==> src/design/pchm_pkg.sv <==
`timescale 1ns / 1ps
// ----------------------------------------------------------------------------
// pchm_pkg
// Shared types and constants of the PDM channel health monitor.
// ----------------------------------------------------------------------------
package pchm_pkg;

  // operation codes
  localparam logic [1:0] OP_OBSERVE     = 2'd0;
  localparam logic [1:0] OP_HEALTH      = 2'd1;
  localparam logic [1:0] OP_POLICY      = 2'd2;
  localparam logic [1:0] OP_FINGERPRINT = 2'd3;

  // configuration register indexes
  localparam int unsigned CFG_IDX_W = 2;
  localparam logic [CFG_IDX_W-1:0] REG_ENABLE = 2'd0;
  localparam logic [CFG_IDX_W-1:0] REG_CLK_LO = 2'd1;
  localparam logic [CFG_IDX_W-1:0] REG_CLK_HI = 2'd2;

  localparam logic [31:0] CLK_LO_RESET = 32'd1000000;
  localparam logic [31:0] CLK_HI_RESET = 32'd4800000;

  // health levels
  localparam logic [1:0] LVL_UNKNOWN = 2'd0;
  localparam logic [1:0] LVL_GOOD    = 2'd1;
  localparam logic [1:0] LVL_WARN    = 2'd2;
  localparam logic [1:0] LVL_FAIL    = 2'd3;

  // reason bits
  localparam logic [5:0] RSN_NODATA  = 6'd1;
  localparam logic [5:0] RSN_STUCK   = 6'd2;
  localparam logic [5:0] RSN_DUP     = 6'd4;
  localparam logic [5:0] RSN_SPAN    = 6'd8;
  localparam logic [5:0] RSN_EDGE    = 6'd16;
  localparam logic [5:0] RSN_CLOCK   = 6'd32;

  localparam logic [9:0] SCORE_FULL  = 10'd1000;
  localparam logic [9:0] PEN_STUCK   = 10'd450;
  localparam logic [9:0] PEN_DUP     = 10'd250;
  localparam logic [9:0] PEN_SPAN    = 10'd160;
  localparam logic [9:0] PEN_EDGE    = 10'd300;
  localparam logic [9:0] PEN_CLOCK   = 10'd400;

  localparam logic [31:0] SPAN_LIMIT = 32'd700;
  localparam logic [47:0] AVG_LOW    = 48'd25;
  localparam logic [47:0] AVG_HIGH   = 48'd950;
  localparam logic [31:0] MIN_WINDOWS = 32'd8;
  localparam logic [9:0]  PERMILLE   = 10'd1000;

  localparam logic [31:0] FNV_OFFSET = 32'd2166136261;
  localparam logic [31:0] FNV_PRIME  = 32'd16777619;
  // ceil(2^34 / 5), exact quotient for any 32-bit dividend
  localparam logic [31:0] RECIP5     = 32'hCCCCCCCD;

  // shared divider widths
  localparam int unsigned DIV_NW = 48;
  localparam int unsigned DIV_DW = 32;

  typedef struct packed {
    logic [1:0]  opcode;
    logic [15:0] window_clocks;
    logic [3:0]  window_channels;
    logic [3:0]  duplicate_bits;
    logic [31:0] clock_rate_hz;
    logic [31:0] ones_ch01;
    logic [31:0] ones_ch23;
    logic [31:0] edges_ch01;
    logic [31:0] edges_ch23;
    logic [3:0]  query_channel;
  } in_t;

  typedef struct packed {
    logic        ok;
    logic [1:0]  health_level;
    logic [9:0]  health_score;
    logic [5:0]  reason_bits;
    logic [9:0]  density_floor;
    logic [9:0]  density_ceiling;
    logic [9:0]  edge_floor;
    logic [9:0]  edge_ceiling;
    logic [31:0] clock_floor_hz;
    logic [31:0] clock_ceiling_hz;
    logic [3:0]  policy_channels;
    logic [31:0] fingerprint;
  } out_t;

  typedef struct packed {
    logic              start;
    logic [DIV_NW-1:0] num;
    logic [DIV_DW-1:0] den;
  } div_req_t;

  typedef struct packed {
    logic              busy;
    logic              done;
    logic [DIV_NW-1:0] quot;
  } div_rsp_t;

  // 16-bit count of one channel from its packed pair word
  function automatic logic [15:0] lane16(logic [31:0] w01, logic [31:0] w23,
                                         logic [1:0] c);
    logic [31:0] w;
    w = c[1] ? w23 : w01;
    return c[0] ? w[31:16] : w[15:0];
  endfunction

endpackage

==> src/design/pchm_div.sv <==
`timescale 1ns / 1ps
// ----------------------------------------------------------------------------
// pchm_div
// Shared restoring divider, one quotient bit per cycle.
// ----------------------------------------------------------------------------
module pchm_div (
  input  logic               clk_i,
  input  logic               rst_ni,
  input  pchm_pkg::div_req_t req_i,
  output pchm_pkg::div_rsp_t rsp_o
);
  import pchm_pkg::*;

  localparam int unsigned CNT_W = $clog2(DIV_NW);
  localparam logic [CNT_W-1:0] LAST = CNT_W'(DIV_NW - 1);

  logic              busy_q, done_q;
  logic [CNT_W-1:0]  cnt_q;
  logic [DIV_NW-1:0] num_q;
  logic [DIV_DW-1:0] den_q, rem_q;
  logic [DIV_DW:0]   trial;
  logic              fits;

  assign trial = {rem_q, num_q[DIV_NW-1]};
  assign fits  = trial >= {1'b0, den_q};

  always_ff @(posedge clk_i or negedge rst_ni) begin
    if (!rst_ni) begin
      busy_q <= 1'b0;
      done_q <= 1'b0;
      cnt_q  <= '0;
      num_q  <= '0;
      den_q  <= '0;
      rem_q  <= '0;
    end else begin
      done_q <= 1'b0;
      if (busy_q) begin
        rem_q <= fits ? DIV_DW'(trial - {1'b0, den_q}) : trial[DIV_DW-1:0];
        num_q <= {num_q[DIV_NW-2:0], fits};
        cnt_q <= cnt_q + 1'b1;
        if (cnt_q == LAST) begin
          busy_q <= 1'b0;
          done_q <= 1'b1;
        end
      end else if (req_i.start) begin
        busy_q <= 1'b1;
        cnt_q  <= '0;
        num_q  <= req_i.num;
        den_q  <= req_i.den;
        rem_q  <= '0;
      end
    end
  end

  assign rsp_o.busy = busy_q;
  assign rsp_o.done = done_q;
  assign rsp_o.quot = num_q;

endmodule

==> config.mk <==
export PLATFORM = sky130hd
export DESIGN_NAME = pchm_div
export DESIGN_NICKNAME = d
export VERILOG_FILES = /design/src/design/pchm_pkg.sv /design/src/design/pchm_div.sv
export SDC_FILE = /design/constraint.sdc
export NUM_CORES = 1
export LEC_CHECK = 0
export ABC_CLOCK_PERIOD_IN_PS = 4700
export BUFFER_PORTS_ARGS = -buffer_cell sky130_fd_sc_hd__clkbuf_2
export CORE_ASPECT_RATIO = 0.7
export CORE_UTILIZATION = 55
export DETAILED_ROUTE_END_ITERATION = 6
export PLACE_DENSITY = 0.84
export SLEW_MARGIN = 20
export SYNTH_ARGS = -nofsm -noshare
export SYNTH_HDL_FRONTEND = slang
export SYNTH_SLANG_ARGS = --single-unit
==> constraint.sdc <==
create_clock -name clk_i -period 4.7 [get_ports clk_i]
set_clock_uncertainty 0.1 [all_clocks]
set_input_delay 0.705 -clock clk_i [delete_from_list [all_inputs] [get_ports clk_i]]
set_output_delay 0.705 -clock clk_i [all_outputs]
set_load 0.005 [all_outputs]
; ---- Word level (Yosys, flattened, before mapping)
; Index checks and enable logic that the tools add are counted.
[totals]
regBits = 120
inputBits = 83
out_inout_bits = 50
elab_cells = 25
[op_classes]
n_addsub = 2
n_lt_le_gt_ge = 1
n_eq_ne = 1
mux = 12
bitwise = 1
reduce_logical = 2
[op_table]
columns = operator, n
row1 = $mux 32, 3
row2 = $mux 48, 2
row3 = $ge 33x32->1, 1
row4 = $sub 32x32->32, 1
row5 = $mux 6, 2
row6 = $add 6x1->6 const B, 1
row7 = $eq 6x6->1 const B, 1
row8 = $mux 1, 5
row9 = $reduce_and 2->1, 1
row10 = $reduce_bool 2->1, 1
row11 = $not 1->1, 1

; ---- Logic depth before layout (Yosys ltp)
; Gate-level depths: netlist of the first run.
[logic_depth]
ltp_word = 3
ltp_mapped = 14

; ---- Worst setup path before layout of the first run
; OpenSTA, ideal clock, no wires.
[synth_path]
path_type = register -> register
from = register num_q[47]
to = register rem_q[24]
setup_time_ns = 0.066
t_arrival_ns = 2.623
t_required_ns = 4.534
setup_slack_ns = 1.911
stages_incl_launch_ff = 13
n_path_buf = 0
cell_sequence = dfrtp_1 -> inv_1 -> ha_1 -> fa_1 -> nand2b_1 -> a21oi_1 -> o31a_1 -> o31a_1 -> o21ai_1 -> o21bai_1 -> a311oi_1 -> or4b_1 -> nand2_1
[synth_via]
elab_chain_cells = 3
word_cells_on_any_way = 4
classes_between = add/sub (1) / order compare (1) / mux (2)
[synth_rtl]
columns = item, line_no
row1 = "start, declared", pchm_div.sv:19  ; logic [DIV_NW-1:0] num_q;
row2 = "start signal, assigned", pchm_div.sv:39  ; num_q <= {num_q[DIV_NW-2:0], fits};
row3 = "start signal, assigned", pchm_div.sv:48  ; num_q <= req_i.num;
row4 = $sub 32x32->32 or $ge 33x32->1 (tied branches), "pchm_div.sv:38, pchm_div.sv:25"
row5 = $mux 32 *, pchm_div.sv:38  ; rem_q <= fits ? DIV_DW'(trial - {1'b0, den_q}) : trial[DIV_DW-1:0];
row6 = $mux 32 *, pchm_div.sv:37  ; if (busy_q) begin
row7 = "end signal, assigned", pchm_div.sv:38
row8 = "end, declared", pchm_div.sv:20  ; logic [DIV_DW-1:0] den_q, rem_q;
; Mark *: on every way between the ends. The rest lies on a longest branch, timed or not.
; A chain may end at the register's enable or synchronous reset.

; ---- Worst setup path in the final report of the first run
[layout_path]
from = register rem_q[3]
to = register rem_q[6]
[layout_via]
elab_chain_cells = 3
word_cells_on_any_way = 4
classes_between = add/sub (1) / order compare (1) / mux (2)
[layout_rtl]
columns = item, line_no
row1 = $sub 32x32->32 or $ge 33x32->1 (tied branches), "pchm_div.sv:38, pchm_div.sv:25"
row2 = $mux 32 *, pchm_div.sv:38
row3 = $mux 32 *, pchm_div.sv:37
; Marks and branches as above.

==> flow_metrics.tcl, run 1 <==
set metrics [dict create \
    avgSynthCellArea_um2 8.81 \
    place_congestion 0.896 \
    fill_cells 963 \
    routed_wl_um 17900 \
    syn-cell-area_um2 7220 \
    start_util_pct 57.3 \
    ys_ff_latch 120 \
    cp_common_cell "a31oi_1" \
    hold_buffers 0 \
    pwr-share-comb_pct 58.0 \
    synth_nets 936 \
    vias_per_cell 5.86 \
    layout_commonest_cell "clkbuf_2" \
    die_w_um 139 \
    max_freq_mhz 267 \
    finalMaxSlewViolations 0 \
    postCtsSetupRepairBufs 0 \
    synth_edf_count 0 \
    p_clk_share_pct 17.3 \
    path_buf_inv 1 \
    fin_tns_setup_ns 0 \
    drt-pass1-iter-count 7 \
    end_kind "flip-flop" \
    rsz0062_at_grt "false" \
    postPlaceCellArea_um2 7930 \
    crit_type "flip-flop to flip-flop" \
    drive_above_1_share_pct 19.7 \
    grt_start_max_net_pins 103 \
    antenna_found_initial 0 \
    clockBufferDepth 2 \
    tightest_slew_ns 1.02 \
    cp.arrival_ns 3.91 \
    root_buffer "clkbuf_16" \
    crit_family "compound AO/OA/AOI/OAI gates" \
    cts_resized 0 \
    ir_drop_uv 417 \
    synth_cell_types 56 \
    whs_ns 0.251 \
    vias 6437 \
    p_seq_share_pct 24.7 \
    p_switching_mw 3.58 \
    hold_path_class "input pin to asynchronous set/reset pin" \
    synth-async-reset-ratio_pct 100 \
    drtAntennaViolNets 0 \
    htreeDepth 4 \
    netlist_instances 819 \
    numPortBuffers 132 \
    nNetsFinal 1040 \
    swShare_pct 44.9 \
    slowest_stage "o31a_1" \
    rrSetupSlack_ns 0.96 \
    worstPathMaxFanout 23 \
    post-synth-top-area-cell "dfrtp_1" \
    min_period_ns 3.74 \
    cp.required_ns 4.87 \
    dieArea_um2 13600 \
    grt_remaining_overflow 0 \
    die_h_um 97.8 \
    setup_violations 0 \
    antenna_cells 0 \
    cp-start-kind "flip-flop" \
    clock_sinks 120 \
    synthTopCellsByArea "dfrtp_1, mux2i_1, o21ai_0" \
    power_density_nw_per_um2 933 \
    first_global_vias 5934 \
    core_um2 12600 \
    cts_tree "done" \
    mostFrequentLayoutCells "clkbuf_2, nand2_1, dfrtp_1" \
    violations "design-rule violations" \
    grt_pass1_wl_um 30100 \
    io_pins 133 \
    yosys_warnings 0 \
    clkSlewWorstSetupHoldPaths_ns 0.06 \
    synth_top_area_share_pct 41.6 \
    worstPathCellList "ha_1 > a21o_1 > a31oi_1 > nand2_1 > a31oi_1 > o21ai_2 > a311oi_2 > o31a_1 > buf_4 > nand3_1 > o311ai_0" \
    cts_made_buffers 17 \
    final_cell_count_no_fill 1098 \
    synth_flop_cell "dfrtp_1" \
    critical-path-max-stage-delay_ns 0.50 \
    dp_hpwl_um 12100 \
    drc_errors 4 \
    dp_cells 1066 \
    wl_per_cell_um 16.3 \
    status "finished with violations" \
    leakagePower_nw 4.24 \
    drv_cap 0 \
    insertion_delay_ns 0.41 \
    grt_usage_pct 27.5 \
    finalInstanceArea_um2 8540 \
    rows 34 \
    ys_seq_area_share_pct 41.6 \
    max_slew_margin_pct 32.1 \
    p_int_mw 4.39 \
    timing_hold_violations_final 0 \
    fin_util_pct 67.9 \
    drt_iter0_drc 640 \
    period_share_pct 79.6 \
    synthToLayoutAreaGrowth_pct 18.4 \
]
cells by family (layout without fill, tap and decap cells):
kind of cell               after synthesis  count (layout)  synth area share, %
and+or+nand+nor                        252             252                 16.4
AOI/OAI and AO/OA                      222             222                 19.3
DFF                                    120             120                 41.6
buffers and inverters                  113             230                 6.41
muxes                                   51              51                 7.07
adders and majority gates               34              34                 6.00
xor gates and xnor gates                27              27                 3.28
synth_stat cells, types with 2 or more instances:
| cell type | number |
|---|---|
| o21ai_0 | 99 |
| mux2i_1 | 51 |
| buf_4 | 5 |
| o31a_1 | 3 |
| xor2_1 | 8 |
| o21bai_1 | 3 |
| nand2_1 | 124 |
| ha_1 | 33 |
| o21a_1 | 3 |
| nor2b_1 | 2 |
| o31ai_1 | 4 |
| o311ai_1 | 4 |
| inv_1 | 58 |
| o311ai_0 | 15 |
| a221o_1 | 2 |
| o211ai_1 | 8 |
| nor3_1 | 2 |
| nand3_1 | 53 |
| and4_1 | 2 |
| dfrtp_1 | 120 |
| or2_2 | 2 |
| nor2_1 | 22 |
| a21o_1 | 15 |
| and3_1 | 8 |
| xnor2_1 | 19 |
| buf_1 | 6 |
| a211oi_1 | 4 |
| and2_1 | 2 |
| nor3b_1 | 13 |
| a221oi_1 | 2 |
| buf_2 | 10 |
| a21oi_1 | 27 |
| clkbuf_1 | 33 |
| o21ai_1 | 3 |
| nand4b_1 | 2 |
| nand4_1 | 6 |
| nand2b_1 | 9 |
| a31oi_1 | 18 |
| nand3b_1 | 2 |
final timing paths:
path / to / cells after the start / start
min in group clk_i: den_q[13] / 3 / req_i[13]
worst max-delay path: rem_q[6] / 11 / rem_q[3]
worst min register to register: num_q[14] / 2 / num_q[13]
max in group asynchronous: rem_q[25] / 2 / rst_ni
worst max register to register: rem_q[6] / 11 / rem_q[3]
worst min-delay path: den_q[8] / 1 / rst_ni
final cells by class:
class / count / area [um2] / area share, %
Clock buffer: 18 / 429 / 5.02
Multi-Input combinational cell: 586 / 3770 / 44.1
Clock inverter: 14 / 190 / 2.23
Sequential cell: 120 / 3010 / 35.2
Timing Repair Buffer: 140 / 726 / 8.49
Inverter: 58 / 218 / 2.55
Tap cell: 162 / 203 / 2.37
per-stage QoR:
stage	total power, mW	setup slack [ns]
2_1_floorplan	5.33	1.91
3_3_place_gp	6.29	1.32
3_5_place_dp	6.43	1.15
4_1_cts	7.89	1.09
5_1_grt	8.61	0.806
6_report	7.97	0.960
worst reg2reg max path: stages (launching register included):
cell and delay, ns:
dfrtp_1 0.41, ha_1 0.37, a21o_1 0.21, a31oi_1 0.14, nand2_1 0.13, a31oi_1 0.46, o21ai_2 0.18, a311oi_2 0.41
o31a_1 0.50, buf_4 0.39, nand3_1 0.14, o311ai_0 0.17
power by group through the flow:
stage / logic [mW] / clock network, mW / registers (mW)
finish: 4.62 / 1.38 / 1.97
global route: 5.13 / 1.44 / 2.04
CTS: 4.54 / 1.39 / 1.97
detailed placement: 4.47 / 0 / 1.97
global placement: 4.35 / 0 / 1.94
floorplan: 3.43 / 0 / 1.90
metal layers:
metal	GRT usage, %	part of all wire [%]
met1	41.5	48
met4	7.26	1.0
met5	0	0
met3	4.76	6.8
met2	40.8	44
sequential cells by signal (all words and copies together), names as in the netlist:
name / count
done_q: 1
den_q: 32
cnt_q: 6
num_q: 48
rem_q: 32
busy_q: 1
Note: power is estimated with default switching activity, not from simulation.
==> inputs of run 2 (changes only) <==
--- a/config.mk
+++ b/config.mk
@@ -5,7 +5,7 @@
 export SDC_FILE = /design/constraint.sdc
 export NUM_CORES = 1
 export LEC_CHECK = 0
-export ABC_CLOCK_PERIOD_IN_PS = 4700
+export ABC_CLOCK_PERIOD_IN_PS = 3610
 export BUFFER_PORTS_ARGS = -buffer_cell sky130_fd_sc_hd__clkbuf_2
 export CORE_ASPECT_RATIO = 0.7
 export CORE_UTILIZATION = 55
==> constraint.sdc (replaced) <==
create_clock -name clk_i -period 3.61 [get_ports clk_i]
set_clock_uncertainty 0.1 [all_clocks]
set_input_delay 0.5415 -clock clk_i [delete_from_list [all_inputs] [get_ports clk_i]]
set_output_delay 0.5415 -clock clk_i [all_outputs]
set_load 0.005 [all_outputs]
==> flow_metrics.tcl, run 2 (synthesis results as in run 1) <==
set metrics [dict create \
    die_w_um 139 \
    start_util_pct 57.3 \
    place_congestion 0.900 \
    ir_drop_uv 583 \
    vias_per_cell 5.89 \
    nNetsFinal 1045 \
    cp-start-kind "flip-flop" \
    fin_tns_setup_ns 0 \
    max_slew_margin_pct 41.7 \
    clkSlewWorstSetupHoldPaths_ns 0.06 \
    timing_hold_violations_final 0 \
    period_share_pct 92.1 \
    worstPathMaxFanout 21 \
    mostFrequentLayoutCells "clkbuf_2, nand2_1, dfrtp_1" \
    layout_commonest_cell "clkbuf_2" \
    p_clk_share_pct 17.6 \
    dp_cells 1069 \
    multi_input_area_um2 3780 \
    top_regs "num_q x48, den_q x32, rem_q x32" \
    end_kind "flip-flop" \
    grt_usage_pct 28.1 \
    drv_cap 0 \
    clockBufferDepth 2 \
    hold_path_class "input pin to asynchronous set/reset pin" \
    die_h_um 97.8 \
    insertion_delay_ns 0.42 \
    antenna_cells 0 \
    cts_made_buffers 17 \
    io_pins 133 \
    cp.required_ns 3.77 \
    cp.arrival_ns 3.49 \
    final_cell_count_no_fill 1103 \
    tightest_slew_ns 0.874 \
    grt_start_max_net_pins 97 \
    p_int_mw 5.88 \
    swShare_pct 44.5 \
    wl_per_cell_um 16.5 \
    dieArea_um2 13600 \
    rsz0062_at_grt "false" \
    pwr-share-comb_pct 57.9 \
    hold_buffers 0 \
    p_switching_mw 4.72 \
    min_period_ns 3.32 \
    fin_ws_ns 0.286 \
    antenna_found_initial 0 \
    first_global_vias 5996 \
    status "finished with violations" \
    top_register "num_q" \
    drtAntennaViolNets 0 \
    dp_hpwl_um 12400 \
    p_total_mw 10.6 \
    numPortBuffers 132 \
    fill_cells 953 \
    core_um2 12600 \
    root_buffer "clkbuf_16" \
    final-seq-area_um2 3010 \
    synthToLayoutAreaGrowth_pct 19.6 \
    drt_iter0_drc 638 \
    postPlaceCellArea_um2 7960 \
    vias 6498 \
    drt-pass1-iter-count 7 \
    routed_wl_um 18200 \
    clock_sinks 120 \
    violations "design-rule violations" \
    setup_violations 0 \
    finalInstanceArea_um2 8630 \
    grt_pass1_wl_um 30500 \
    power_density_nw_per_um2 1230 \
    htreeDepth 4 \
    drive_above_1_share_pct 20.3 \
    crit_type "flip-flop to flip-flop" \
    rows 34 \
    max_freq_mhz 301 \
    finalMaxSlewViolations 0 \
    dp_slack_ns 0.322 \
    leakagePower_nw 4.29 \
    p_seq_share_pct 24.5 \
    drc_errors 6 \
    largest_reg_flops 48 \
    cts_tree "done" \
    grt_remaining_overflow 0 \
]
-- run 2: changes by cell type in the layout (fill, tap and decap cells not counted), sizes merged --
cell    delta
bufinv     +1
clkinv     -3
buf        +5
inv        +2
-- run 2: final cells by class --
cell class | count | area share [%]
inverter | 58 | 2.52
timing repair buffer | 145 | 8.99
multi-input combinational | 586 | 43.8
sequential | 120 | 34.8
tap | 162 | 2.35
clock buffer | 18 | 5.09
clock inverter | 14 | 2.42
-- run 2: layer usage --
metal / GRT usage (%) / vias to the layer above / wire [um]
li1: - / 3107 / -
met1: 41.8 / 3094 / 8620
met2: 41.3 / 270 / 8160
met3: 5.44 / 27 / 1180
met4: 8.55 / 0 / 247
met5: 0 / - / 0
-- run 2: worst max-delay path: stages, from the launching register on --
cell	delay [ns]
dfrtp_1	0.40
ha_1	0.39
a21oi_2	0.23
o21ai_1	0.13
a221o_1	0.38
a21oi_1	0.15
o21ai_2	0.12
a311oi_2	0.41
o31a_1	0.20
buf_4	0.28
nand3_1	0.15
o311ai_0	0.20
-- run 2: final timing paths --
| path | start | to | slack, ns | cells past startpoint |
|---|---|---|---|---|
| max reg2reg | rem_q[13] | rem_q[3] | 0.29 | 11 |
| max in group asynchronous | rst_ni | den_q[27] | 2.52 | 2 |
| min | rst_ni | den_q[7] | 0.09 | 1 |
| min in group clk_i | req_i[3] | den_q[3] | 0.23 | 3 |
| min reg2reg | num_q[29] | num_q[30] | 0.40 | 2 |
| max | rem_q[13] | rem_q[3] | 0.29 | 11 |
-- run 2: timing repair --
| item | in CTS | in global routing |
|---|---|---|
| setup buffers | 0 | 2 |
| setup endpoints to repair | 0 | 6 |
| gates resized for setup | 0 | 1 |
-- run 2: metrics by stage --
stage,hold slack (ns),utilization (%)
2_1_floorplan,0.146,-
3_3_place_gp,0.371,63.2
3_5_place_dp,0.374,63.2
4_1_cts,0.124,68.4
5_1_grt,0.157,68.5
6_report,0.0918,68.5
-- run 2: power by group through the flow --
stage | Clock [mW] | Combinational (mW) | Sequential [mW]
2_1_floorplan | 0 | 4.46 | 2.48
3_3_place_gp | 0 | 5.72 | 2.56
3_5_place_dp | 0 | 5.89 | 2.59
4_1_cts | 1.88 | 6.00 | 2.59
5_1_grt | 1.95 | 6.80 | 2.69
6_report | 1.86 | 6.14 | 2.60
